### src/rtl/sfd_pkg.sv
// constants, types and helpers shared by the sbus frame decoder files
package sfd_pkg;

  localparam int CHANNEL_COUNT  = 16;
  localparam int BITS_PER_VALUE = 11;
  localparam int FRAME_LENGTH   = 25;

  localparam int BYTE_W     = 8;
  localparam int POS_W      = 5;
  localparam int INDEX_W    = 4;
  localparam int DATA_BYTES = FRAME_LENGTH - 3;
  localparam int FRAME_BITS = DATA_BYTES * BYTE_W;
  localparam int FLAG_POS   = DATA_BYTES + 1;
  localparam int TAIL_POS   = DATA_BYTES + 2;

  localparam logic [BYTE_W-1:0] HEADER_A = 8'h0F;
  localparam logic [BYTE_W-1:0] HEADER_B = 8'h8F;
  localparam logic [BYTE_W-1:0] TAIL_A   = 8'h00;
  localparam logic [BYTE_W-1:0] TAIL_B   = 8'h04;
  localparam logic [BYTE_W-1:0] TAIL_C   = 8'h14;
  localparam logic [BYTE_W-1:0] TAIL_D   = 8'h24;
  localparam logic [BYTE_W-1:0] TAIL_E   = 8'h34;

  localparam logic [POS_W-1:0]   POS_IDLE   = POS_W'(0);
  localparam logic [POS_W-1:0]   POS_FLAG   = POS_W'(FLAG_POS);
  localparam logic [POS_W-1:0]   POS_TAIL   = POS_W'(TAIL_POS);
  localparam logic [POS_W-1:0]   POS_LASTD  = POS_W'(DATA_BYTES);
  localparam logic [POS_W-1:0]   POS_END    = POS_W'(FRAME_LENGTH);
  localparam logic [INDEX_W-1:0] LAST_INDEX = INDEX_W'(CHANNEL_COUNT - 1);

  typedef enum logic {
    ST_COLLECT,
    ST_EMIT
  } state_t;

  function automatic logic header_ok(input logic [BYTE_W-1:0] b);
    return (b == HEADER_A) || (b == HEADER_B);
  endfunction

  function automatic logic tail_ok(input logic [BYTE_W-1:0] b);
    return (b == TAIL_A) || (b == TAIL_B) || (b == TAIL_C) || (b == TAIL_D) ||
           (b == TAIL_E);
  endfunction

endpackage

### src/rtl/sfd_rx_if.sv
// byte channel into the decoder
interface sfd_rx_if;
  logic                      valid;
  logic                      ready;
  logic [sfd_pkg::BYTE_W-1:0] rx_byte;

  modport source (output valid, output rx_byte, input ready);
  modport sink   (input valid, input rx_byte, output ready);
endinterface

### src/rtl/sfd_ch_if.sv
// channel value channel out of the decoder
interface sfd_ch_if;
  logic                               valid;
  logic                               ready;
  logic [sfd_pkg::BITS_PER_VALUE-1:0] channel_value;
  logic [sfd_pkg::INDEX_W-1:0]        channel_index;
  logic                               last_channel;

  modport source (output valid, output channel_value, output channel_index,
                  output last_channel, input ready);
  modport sink   (input valid, input channel_value, input channel_index,
                  input last_channel, output ready);
endinterface

### src/rtl/sbus_frame_decoder.sv
// sbus frame decoder: collects 25-byte frames and emits 16 channel values
// a good tail byte sets the state register to emit; the first channel value then passes through the output register
// throughput: one byte per cycle while collecting; after a tail, 16 values one per cycle
//   while chan.ready allows and no byte is taken, set by the 11-bit digit shift of the frame register
// reset (synchronous, rst high): awaits a header byte, no output pending
// the frame register holds no reset value; every frame rewrites it before the tail
module sbus_frame_decoder (
  input  logic    clk,
  input  logic    rst,
  sfd_rx_if.sink  rx,
  sfd_ch_if.source chan
);
  import sfd_pkg::*;

  state_t                    state, state_next;
  logic [POS_W-1:0]          byte_position;
  logic [FRAME_BITS-1:0]     frame;
  logic [INDEX_W-1:0]        ch_count;
  logic                      out_valid;
  logic [BITS_PER_VALUE-1:0] out_value;
  logic [INDEX_W-1:0]        out_index;
  logic                      out_last;

  logic rx_take;
  logic load;
  logic rx_ready;
  logic last_load;
  logic good_tail;

  assign rx_take   = rx.valid && rx_ready;
  assign last_load = load && (ch_count == LAST_INDEX);
  assign good_tail = rx_take && (byte_position == POS_TAIL) && tail_ok(rx.rx_byte);

  // next state
  always_comb begin
    state_next = state;
    case (state)
      ST_COLLECT: begin
        if (good_tail) begin
          state_next = ST_EMIT;
        end
      end
      ST_EMIT: begin
        if (last_load) begin
          state_next = ST_COLLECT;
        end
      end
      default: state_next = ST_COLLECT;
    endcase
  end

  // outputs of the state machine
  always_comb begin
    rx_ready = 1'b0;
    load     = 1'b0;
    case (state)
      ST_COLLECT: rx_ready = 1'b1;
      ST_EMIT:    load     = !out_valid || chan.ready;
      default: begin
        rx_ready = 1'b0;
        load     = 1'b0;
      end
    endcase
  end

  always_ff @(posedge clk) begin
    if (rst) begin
      state         <= ST_COLLECT;
      byte_position <= POS_IDLE;
      ch_count      <= '0;
      out_valid     <= 1'b0;
    end else begin
      state <= state_next;
      if (rx_take) begin
        if (byte_position == POS_IDLE || byte_position >= POS_END) begin
          byte_position <= header_ok(rx.rx_byte) ? POS_W'(1) : POS_IDLE;
        end else if (byte_position == POS_TAIL) begin
          byte_position <= POS_IDLE;
        end else begin
          byte_position <= byte_position + POS_W'(1);
        end
      end
      if (good_tail) begin
        ch_count <= '0;
      end else if (load) begin
        ch_count <= ch_count + INDEX_W'(1);
      end
      if (load) begin
        out_valid <= 1'b1;
      end else if (chan.ready) begin
        out_valid <= 1'b0;
      end
    end
  end

  // frame shift register: bytes enter at the top, values leave 11 bits at a time
  always_ff @(posedge clk) begin
    if (rx_take && byte_position != POS_IDLE && byte_position <= POS_LASTD) begin
      frame <= {rx.rx_byte, frame[FRAME_BITS-1:BYTE_W]};
    end else if (load) begin
      frame <= {{BITS_PER_VALUE{1'b0}}, frame[FRAME_BITS-1:BITS_PER_VALUE]};
    end
    if (load) begin
      out_value <= frame[BITS_PER_VALUE-1:0];
      out_index <= ch_count;
      out_last  <= (ch_count == LAST_INDEX);
    end
  end

  assign rx.ready           = rx_ready;
  assign chan.valid         = out_valid;
  assign chan.channel_value = out_value;
  assign chan.channel_index = out_index;
  assign chan.last_channel  = out_last;

`ifndef SYNTH
  a_last_index: assert property (@(posedge clk) disable iff (rst)
    chan.valid && chan.last_channel |-> chan.channel_index == LAST_INDEX)
    else $error("last channel flag on wrong index");

  a_emit_idle_pos: assert property (@(posedge clk) disable iff (rst)
    state == ST_EMIT |-> byte_position == POS_IDLE)
    else $error("frame position moved during emission");

  a_last_returns: assert property (@(posedge clk) disable iff (rst)
    last_load |=> state == ST_COLLECT && chan.valid && chan.last_channel)
    else $error("emission did not end after last channel");

  a_tail_starts: assert property (@(posedge clk) disable iff (rst)
    good_tail |=> state == ST_EMIT && ch_count == '0)
    else $error("good tail did not start emission");
`endif

endmodule
### src/flat_wrapper.sv
// flat-port wrapper written by rule: the top's interface ports become plain ports
module sbus_frame_decoder_flat import sfd_pkg::*;
  (clk, rst, rx_valid, rx_rx_byte, rx_ready, chan_valid, chan_channel_value, chan_channel_index, chan_last_channel, chan_ready);
  sfd_rx_if rx_i ();
  sfd_ch_if chan_i ();
  input  logic clk;
  input  logic rst;
  input wire logic [$bits(rx_i.valid)-1:0] rx_valid;
  input wire logic [$bits(rx_i.rx_byte)-1:0] rx_rx_byte;
  output wire logic [$bits(rx_i.ready)-1:0] rx_ready;
  output wire logic [$bits(chan_i.valid)-1:0] chan_valid;
  output wire logic [$bits(chan_i.channel_value)-1:0] chan_channel_value;
  output wire logic [$bits(chan_i.channel_index)-1:0] chan_channel_index;
  output wire logic [$bits(chan_i.last_channel)-1:0] chan_last_channel;
  input wire logic [$bits(chan_i.ready)-1:0] chan_ready;
  assign rx_i.valid = rx_valid;
  assign rx_i.rx_byte = rx_rx_byte;
  assign rx_ready = rx_i.ready;
  assign chan_valid = chan_i.valid;
  assign chan_channel_value = chan_i.channel_value;
  assign chan_channel_index = chan_i.channel_index;
  assign chan_last_channel = chan_i.last_channel;
  assign chan_i.ready = chan_ready;
  sbus_frame_decoder u_core (.clk(clk), .rst(rst), .rx(rx_i), .chan(chan_i));
endmodule
### config.mk
export PLATFORM = sky130hd
export DESIGN_NAME = sbus_frame_decoder_flat
export DESIGN_NICKNAME = d
export VERILOG_FILES = /design/src/rtl/sfd_pkg.sv /design/src/rtl/sfd_rx_if.sv /design/src/rtl/sfd_ch_if.sv /design/src/rtl/sbus_frame_decoder.sv /design/src/flat_wrapper.sv
export SDC_FILE = /design/constraint.sdc
export NUM_CORES = 1
export LEC_CHECK = 0
export BUFFER_PORTS_ARGS = -buffer_cell sky130_fd_sc_hd__buf_2
export CORE_MARGIN = 8
export CORE_UTILIZATION = 33
export DETAILED_ROUTE_END_ITERATION = 6
export PLACE_DENSITY = 0.49
export SYNTH_ARGS = -nofsm -noshare
export SYNTH_HDL_FRONTEND = slang
export SYNTH_SLANG_ARGS = --single-unit
### constraint.sdc
create_clock -name clk -period 6.7 [get_ports clk]
set_input_delay 0.335 -clock clk [delete_from_list [all_inputs] [get_ports clk]]
set_output_delay 0.335 -clock clk [all_outputs]
set_load 0.02 [all_outputs]
# ---- Yosys cells after proc, flatten, opt, wreduce, memory -nomap -nowiden
# Index checks and enable logic that the tools add are counted.
dict set report word_totals {
  inputBits 12
  register_bits 203
  word_cells 53
}
dict set report classes {
  add_sub_neg 2
  muxes 12
  n_bitwise 1
  eq_ne 8
  n_lt_le_gt_ge 2
  n_reduce_logical 20
}
# cell n
set ops {}
lappend ops {{176-bit 2-to-1 mux} 2}
lappend ops {{8-bit by 6-bit equality test with 1-bit output, second input constant} 2}
lappend ops {{5-bit 2-to-1 mux} 2}
lappend ops {{8-bit by 3-bit equality test with 1-bit output, second input constant} 1}
lappend ops {{8-bit by 4-bit equality test with 1-bit output, second input constant} 1}
lappend ops {{8-bit by 5-bit equality test with 1-bit output, second input constant} 1}
lappend ops {{8-bit equality test, second input constant} 1}
lappend ops {{8-bit logical NOT} 1}
lappend ops {{1-bit logical OR} 7}
lappend ops {{1-bit 2-to-1 mux} 7}
lappend ops {{1-bit logical AND} 6}
lappend ops {{5-bit by 1-bit adder with 5-bit output, second input constant} 1}
lappend ops {{5-bit equality test, second input constant} 1}
lappend ops {{5-bit greater-or-equal comparator, second input constant} 1}
lappend ops {{5-bit less-or-equal comparator, second input constant} 1}
lappend ops {{5-bit logical NOT} 1}
lappend ops {{5-bit nonzero test} 1}
lappend ops {{4-bit by 1-bit adder with 4-bit output, second input constant} 1}
lappend ops {{4-bit equality test, second input constant} 1}
lappend ops {{2-bit nonzero test} 2}
lappend ops {{1-bit case mux with 2 select lines} 1}
lappend ops {{2-bit OR reduction} 1}
lappend ops {{1-bit logical NOT} 1}
lappend ops {{1-bit inverter} 1}

# ---- Logic depth before layout (Yosys ltp)
# Gate-level depths: netlist of the first run.
dict set report logic_depth {
  depth_word 8
  ltp_mapped 9
  ltp_nobuf 6
}

# ---- Worst setup path before layout of the first run
# Ideal clock, no wire load.
dict set report synth_timing {
  path_type {reg-to-reg}
  start {reg u_core.byte_position[0]}
  end {reg u_core.frame[0] (enable)}
  path_stages_with_launch 10
  arrival_ns 5.419
  path_slack_ns 0.739
  t_required_ns 6.157
  period_less_slack_ns 5.961
  setup_ns 0.543
  path_buffers 4
  cell_sequence {dfxtp_1 > inv_1 > ha_1 > nor2b_1 > a221o_1 > buf_6 > buf_6 > buf_6 > buf_2 > nand2_1}
}
dict set report synth_via {
  elab_chain_cells 4
  elab_cells_between_ends 5
}
# item line
set synth_rtl {}
lappend synth_rtl {{from (decl)} sbus_frame_decoder.sv:16} ;# logic [POS_W-1:0] byte_position;
lappend synth_rtl {{from (signal assigned)} sbus_frame_decoder.sv:76} ;# byte_position <= header_ok(rx.rx_byte) ? POS_W'(1) : POS_IDLE;
lappend synth_rtl {{from (signal assigned)} sbus_frame_decoder.sv:80} ;# byte_position <= byte_position + POS_W'(1);
lappend synth_rtl {{branches (longest 2 deep; another with 5-bit less-or-equal comparator)} n/a}
lappend synth_rtl {{1-bit logical AND *} sbus_frame_decoder.sv:98} ;# if (rx_take && byte_position != POS_IDLE && byte_position <= POS_LASTD) begin
lappend synth_rtl {{2-bit nonzero test (no source line) *} n/a}
lappend synth_rtl {{to (signal assigned)} sbus_frame_decoder.sv:99} ;# frame <= {rx.rx_byte, frame[FRAME_BITS-1:BYTE_W]};
lappend synth_rtl {{to (signal assigned)} sbus_frame_decoder.sv:101} ;# frame <= {{BITS_PER_VALUE{1'b0}}, frame[FRAME_BITS-1:BITS_PER_VALUE]};
lappend synth_rtl {{to (decl)} sbus_frame_decoder.sv:17} ;# logic [FRAME_BITS-1:0] frame;
# Every way passes the cells marked *.
# A chain may end at the register's enable or synchronous reset.

# ---- Worst setup path in the final report of the first run
dict set report layout_timing {
  start {reg u_core.byte_position[0]}
  end {reg u_core.frame[41], data pin}
}
dict set report layout_via {
  elab_chain_cells 4
  elab_cells_between_ends 5
}
# item line
set layout_rtl {}
lappend layout_rtl {{branches (longest 2 deep; another with 5-bit less-or-equal comparator)} n/a}
lappend layout_rtl {{1-bit logical AND *} sbus_frame_decoder.sv:98}
lappend layout_rtl {{176-bit 2-to-1 mux *} sbus_frame_decoder.sv:98}
# Marked as above.

==> qor.csv, run 1 <==
stage,metric,value,unit
final_layout,nets,537,
synthesis,ys_ff_latch,203,
grt,grt_max_degree,92,
final_layout,drive_gt1_share,42.7,%
worst_setup_path,path_class,reg -> reg,
synthesis,synth_flop_cell,edfxtp_1,
floorplanning,die_x,181,um
worst_setup_path,cp.required,6.94,ns
power_and_ir_drop,peakVddDrop,143,uV
clocking,clk_path_buf_depth,3,
run,drv_cap,0,
final_layout,synthToLayoutAreaGrowth,11.4,%
floorplanning,die_area,32900,um^2
routing,wire_per_inst,15.5,um
worst_setup_path,end_kind,flip-flop,
synthesis,seq_area_frac_synth,66.3,%
sta,hold_violations,0,
grt,grt_pass1_vias,4285,
final_layout,antenna_cells,0,
sta,grt_setup_unrepaired,false,
sta,worst_pin_slew,1.16,ns
routing,vias_per_cell,4.63,
synthesis,syn_inst,487,
synthesis,yosysTopAreaCell,edfxtp_1,
clocking,clk_pin_slew,0.06,ns
sta,fmax,0.265,GHz
power_and_ir_drop,finalPower,2490,uW
synthesis,synthArstFlopShare,0,%
worst_setup_path,cp.arrival,4.02,ns
grt,grt.total_usage,8.20,%
placed_design,portBuffers,29,
final_layout,n_fill_cell,2499,
sta,fin_crit,3.77,ns
synthesis,netlist_area,9020,um^2
sta,holdWs,0.141,ns
final_layout,fin_util,37.4,%
synthesis,synth_warnings,0,
hold_path,holdCritPathClass,in -> reg,
clocking,cts_resized,0,
synthesis,synth_area_leaders,"edfxtp_1 64%, mux2_4 17%, mux2_2 8.1%",
worst_setup_path,rrSetupSlack,2.93,ns
clocking,clk_latency,0.49,ns
placed_design,dp_hpwl,8170,um
clocking,cts_setup_buffers,0,
synthesis,synth_edf_count,192,
sta,tns,0,ns
sta,finalCritPeriodShare,56.3,%
floorplanning,core_area,26900,um^2
placed_design,place_inst,837,
synthesis,syn_area_per_cell,18.5,um^2
floorplanning,chipHeight,181,um
routing,first_pass_iters,4,
floorplanning,num_rows,60,
sta,fin_worst_skew,0.0131,ns
power_and_ir_drop,p_leak,0.00383,uW
clocking,cts_max_level,1,
routing,via_count,4055,
status,status,completed,
routing,antenna_left,0,
clocking,cts.sinks,203,
clocking,cts_tree,built,
sta,setup_viol,0,
power_and_ir_drop,p_per_area,248,nW/um^2
worst_setup_path,cp_max_fo,52,
routing,postRouteWirelength,13600,um
clocking,numCtsBuffers,22,
grt,antenna_found_initial,0,
worst_setup_path,crit_path_start_kind,flip-flop,
routing,drc_errors,0,
floorplanning,ios,30,
placed_design,gp_congestion,0.777,
clocking,cts_root_buffer,clkbuf_16,
clocking,hold_buffers,0,
synthesis,syn-num-nets,504,
synthesis,synth_top_area_share,63.9,%
final_layout,stdcell_count,875,
floorplanning,initial_utilization,33.6,%
synthesis,yosys-top-cells-count,"192 x edfxtp_1, 100 x mux2_4, 65 x mux2_2, 19 x nor2_1, 15 x inv_1",
grt,grt_pass1_wl,22500,um
sta,relSlewSlack,22.9,%
sta,final_max_slew_viol_count,0,
synthesis,yosysUniqueCellTypes,38,
routing,drt_iter0_markers,249,
synthesis,synth_most_common_cell,edfxtp_1,
grt,grt_overflow_total,0,
## per-stage QoR
step / cell area, um^2 / setup slack (ns)
5_1_grt: 10100 / 2.67
4_1_cts: 10100 / 2.90
6_report: 10100 / 2.93
2_1_floorplan: 9020 / 0.739
3_5_place_dp: 9400 / 2.94
3_3_place_gp: 9400 / 3.05
## routing by layer
metal	up-vias	track usage [%]	part of all wire [%]
met2	52	13.1	47
met4	0	2.72	2.8
li1	1936	-	-
met1	2043	10.8	47
met3	24	1.89	3.2
met5	-	0	0
## layout make-up
type                       instances  area (um^2)  share of cell area (%)
clock inverter                     5         22.5                   0.224
inverter                          15         56.3                   0.560
timing repair buffer              33          188                    1.87
clock buffer                      33          633                    6.30
tap                              341          427                    4.24
multi-input combinational        245         2740                    27.3
sequential                       203         5990                    59.5
## registers in the layout, summed over array words and instances (netlist names)
signal / count
u_core.byte_position: 5
u_core.ch_count: 4
u_core.chan.channel_index: 4
u_core.chan.channel_value: 11
u_core.chan.last_channel: 1
u_core.chan.valid: 1
u_core.frame: 176
u_core.state: 1
## logic make-up (layout without fill, tap and decap cells)
group           Yosys count  count (layout)  share of synthesized area, %
compound gates           19              19                          1.43
xor+xnor                  4               4                         0.388
simple gates             52              52                          2.91
mux                     165             165                          24.8
buf+inv                  39              86                          3.49
fa+ha+maj                 5               5                         0.693
flops                   203             203                          66.3
## critical path, cell delays in order, from the launching register on
cell and delay (ns):
dfxtp_1 0.37, inv_1 0.14, ha_1 0.18, nor2b_1 0.35, a221o_4 0.63, buf_4 0.62
buf_4 0.76, mux2_2 0.42
## power by group
| group | total (uW) | internal, uW | switching [uW] |
|---|---|---|---|
| logic | 16.8 | 7.84 | 8.91 |
| clock network | 1110 | 648 | 457 |
| registers | 1370 | 1370 | 0.825 |
| total | 2490 | 2030 | 466 |
## final timing paths
check	startpoint	to	cells after the start
worst max-delay path	u_core.byte_position[0]$_SDFFE_PP0P_	u_core.frame[41]$_DFFE_PP_	7
worst min-delay path	rst	u_core.chan.valid$_SDFFE_PP0P_	2
worst min register to register	u_core.frame[2]$_DFFE_PP_	u_core.chan.channel_value[2]$_DFFE_PP_	0
worst max register to register	u_core.byte_position[0]$_SDFFE_PP0P_	u_core.frame[41]$_DFFE_PP_	7
## layout by cell type, fill, tap and decap left out, types with 2 or more instances in the layout
cell type / n
edfxtp_1: 192
mux2_4: 100
mux2_2: 65
buf_2: 29
clkbuf_16: 23
nor2_1: 19
inv_1: 15
dfxtp_1: 11
nand2_1: 8
clkbuf_1: 8
a21oi_1: 7
nand3_1: 6
ha_1: 5
nand2b_1: 3
and3_1: 3
xor2_1: 3
clkinv_2: 3
buf_4: 3
o21bai_1: 2
nor2b_1: 2
o211ai_1: 2
o21ai_0: 2
clkinv_1: 2
clkbuf_8: 2
Note: power is estimated with default switching activity, not from simulation.
==> run 2, diff against run 1 <==
Clock period 6.7 ns to 3.7 ns, I/O delays scaled along.
==> qor.csv, run 2 (synthesized netlist as in run 1, its figures left out) <==
stage,metric,value,unit,change
status,status,completed,,unchanged
placed_design,gp_congestion,0.774,,was 0.777
routing,postRouteWirelength,13600,um,about the same
clocking,numCtsBuffers,23,,was 22
final_layout,antenna_cells,0,,unchanged
hold_path,hold_path_depth,3,,was 2
sta,setup_viol,0,,unchanged
hold_path,holdCritPathClass,in -> reg,,unchanged
worst_setup_path,end_kind,flip-flop,,unchanged
final_layout,drive_gt1_share,43.0,%,was 42.7%
final_layout,final_cell_mix,"192 x edfxtp_1, 100 x mux2_4, 65 x mux2_2, 29 x buf_2, 23 x clkbuf_16",,unchanged
sta,hold_violations,0,,unchanged
worst_setup_path,regToRegEndpoint,u_core.frame[44]$_DFFE_PP_,,was u_core.frame[41]$_DFFE_PP_
worst_setup_path,cp_max_fo,90,,was 52
floorplanning,initial_utilization,33.6,%,unchanged
power_and_ir_drop,p_per_area,456,nW/um^2,was 248 nW/um^2
placed_design,portBuffers,29,,unchanged
sta,holdWs,0.0257,ns,was 0.141 ns
clocking,cts_max_level,1,,unchanged
power_and_ir_drop,p_switching,868,uW,was 466 uW
worst_setup_path,path_class,reg -> reg,,unchanged
clocking,clk_path_buf_depth,3,,unchanged
clocking,cts.sinks,203,,unchanged
sta,relSlewSlack,57.6,%,was 22.9%
power_and_ir_drop,peakVddDrop,267,uV,was 143 uV
routing,vias_per_cell,4.63,,about the same
hold_path,hold_end,u_core.frame[175]$_SDFFCE_PN0P_,,was u_core.chan.valid$_SDFFE_PP0P_
power_and_ir_drop,finalPower,4640,uW,was 2490 uW
floorplanning,die_x,181,um,unchanged
sta,grt_setup_unrepaired,false,,unchanged
floorplanning,core_area,26900,um^2,unchanged
grt,grt_overflow_total,0,,unchanged
sta,final_max_slew_viol_count,0,,unchanged
grt,grt_pass1_vias,4301,,"was 4,285"
run,drv_cap,0,,unchanged
final_layout,largest_reg_flops,176,,unchanged
worst_setup_path,cp_slowest_cell,a221o_4,,was buf_4
sta,finalCritPeriodShare,74.2,%,was 56.3%
power_and_ir_drop,combPwrFrac,0.7,%,about the same
sta,tns,0,ns,unchanged
power_and_ir_drop,clkPwrFrac,45.8,%,was 44.3%
final_layout,final_common_cell,edfxtp_1,,unchanged
clocking,clk_latency,0.49,ns,about the same
clocking,cts_resized,0,,unchanged
worst_setup_path,cp.required,3.93,ns,was 6.94 ns
sta,fin_crit,2.75,ns,was 3.77 ns
sta,fin_worst_skew,0.0136,ns,was 0.0131 ns
grt,grt_max_degree,91,,was 92
grt,grt.total_usage,8.19,%,was 8.20%
routing,drt_iter0_markers,230,,was 249
clocking,cts_tree,built,,unchanged
worst_setup_path,max_stage_delay,0.47,ns,was 0.76 ns
final_layout,n_fill_cell,2436,,"was 2,499"
worst_setup_path,crit_chain,inv_1 -> ha_1 -> nor2b_1 -> a221o_4 -> buf_12 -> mux2_2,,was inv_1 -> ha_1 -> nor2b_1 -> a221o_4 -> buf_4 -> buf_4 -> mux2_2
final_layout,nets,541,,was 537
sta,fmax,0.364,GHz,was 0.265 GHz
routing,via_count,4066,,"was 4,055"
routing,drc_errors,0,,unchanged
sta,worst_pin_slew,0.636,ns,was 1.16 ns
power_and_ir_drop,p_sw_share,18.7,%,about the same
power_and_ir_drop,p_leak,0.00388,uW,was 0.00383 uW
floorplanning,die_area,32900,um^2,unchanged
grt,grt_pass1_wl,22700,um,"was 22,500 um"
clocking,clk_pin_slew,0.06,ns,about the same
worst_setup_path,crit_path_start_kind,flip-flop,,unchanged
power_and_ir_drop,internal_power,3770,uW,was 2030 uW
floorplanning,ios,30,,unchanged
routing,first_pass_iters,5,,was 4
worst_setup_path,rr_worst_depth,6,,was 7
routing,wire_per_inst,15.5,um,about the same
worst_setup_path,rrSetupSlack,0.95,ns,was 2.93 ns
hold_path,holdCritStartpoint,rx_rx_byte[7],,was rst
power_and_ir_drop,power_frac_seq,53.5,%,was 55.0%
grt,antenna_found_initial,0,,unchanged
worst_setup_path,startpoint,u_core.byte_position[0]$_SDFFE_PP0P_,,unchanged
floorplanning,chipHeight,181,um,unchanged
final_layout,regMostFlops,u_core.frame,,unchanged
final_layout,synthToLayoutAreaGrowth,12.8,%,was 11.4%
floorplanning,num_rows,60,,unchanged
worst_setup_path,r2r_start,u_core.byte_position[0]$_SDFFE_PP0P_,,unchanged
clocking,cts_root_buffer,clkbuf_16,,unchanged
worst_setup_path,cp.arrival,2.98,ns,was 4.02 ns
routing,antenna_left,0,,unchanged
placed_design,dp_hpwl,8250,um,was 8170 um
run 2: cell count changes in the layout (fill, tap and decap cells not counted):
cell | before | now
buf_12 | 1 | 5
buf_4 | 3 | 1
bufinv_16 | 0 | 2
clkbuf_1 | 8 | 6
clkbuf_8 | 2 | 0
clkinv_1 | 2 | 3
dlygate4sd3_1 | 0 | 1
inv_6 | 0 | 1
nand2_4 | 1 | 0
nand2_8 | 0 | 1
run 2: cell type report:
type | count | area (um^2) | share of cell area (%)
Clock inverter | 9 | 95.1 | 0.935
Tap cell | 341 | 427 | 4.19
Clock buffer | 29 | 598 | 5.88
Sequential cell | 203 | 5990 | 58.8
Multi-Input combinational cell | 245 | 2750 | 27.0
Inverter | 15 | 56.3 | 0.553
Timing Repair Buffer | 36 | 263 | 2.58
run 2: worst max-delay path, delay by kind of cell (launching register included):
family / cells / cell delay (ns)
simple gates: 1 / 0.37
fa+ha+maj: 1 / 0.18
buf+inv: 2 / 0.61
compound gates: 1 / 0.47
mux: 1 / 0.40
flops: 1 / 0.36
run 2: routing by layer:
| layer | wire length (um) | GRT usage (%) | part of all wire, % |
|---|---|---|---|
| met5 | 0 | 0 | 0 |
| met4 | 374 | 2.69 | 2.7 |
| met3 | 384 | 1.81 | 2.8 |
| met2 | 6170 | 12.7 | 45 |
| met1 | 6720 | 11.2 | 49 |
run 2: through the flow:
stage	util, %	instances	setup slack (ns)	cell area [um^2]
5_1_grt	37.9	878	0.826	10200
4_1_cts	37.9	878	1.00	10200
3_5_place_dp	35.2	839	1.03	9470
2_1_floorplan	-	487	0.356	9030
6_report	37.9	878	0.955	10200
3_3_place_gp	35.2	839	1.11	9470
run 2: power by group through the flow:
| stage | logic [uW] | clock network (uW) | registers (uW) |
|---|---|---|---|
| after floorplan | 19.4 | 0 | 2530 |
| after global placement | 30.3 | 0 | 2530 |
| after detailed placement | 30.9 | 0 | 2530 |
| after CTS | 32.0 | 2190 | 2480 |
| after global routing | 35.0 | 2280 | 2480 |
| final | 31.7 | 2130 | 2480 |
run 2: repair_timing:
item / 4_1_cts / 5_1_grt
hold endpoints to repair: 6 / 0
setup buffers: 0 / 0
hold buffers: 1 / 0
run 2: worst max path at each step:
| stage | endpoint | depth (start not counted) |
|---|---|---|
| global placement | u_core.frame[63]$_DFFE_PP_ | 6 |
| CTS | u_core.frame[63]$_DFFE_PP_ | 6 |
| global route | u_core.frame[44]$_DFFE_PP_ | 6 |
| floorplan | u_core.frame[0]$_DFFE_PP_ | 9 |
| detailed placement | u_core.frame[63]$_DFFE_PP_ | 6 |
| finish | u_core.frame[44]$_DFFE_PP_ | 6 |
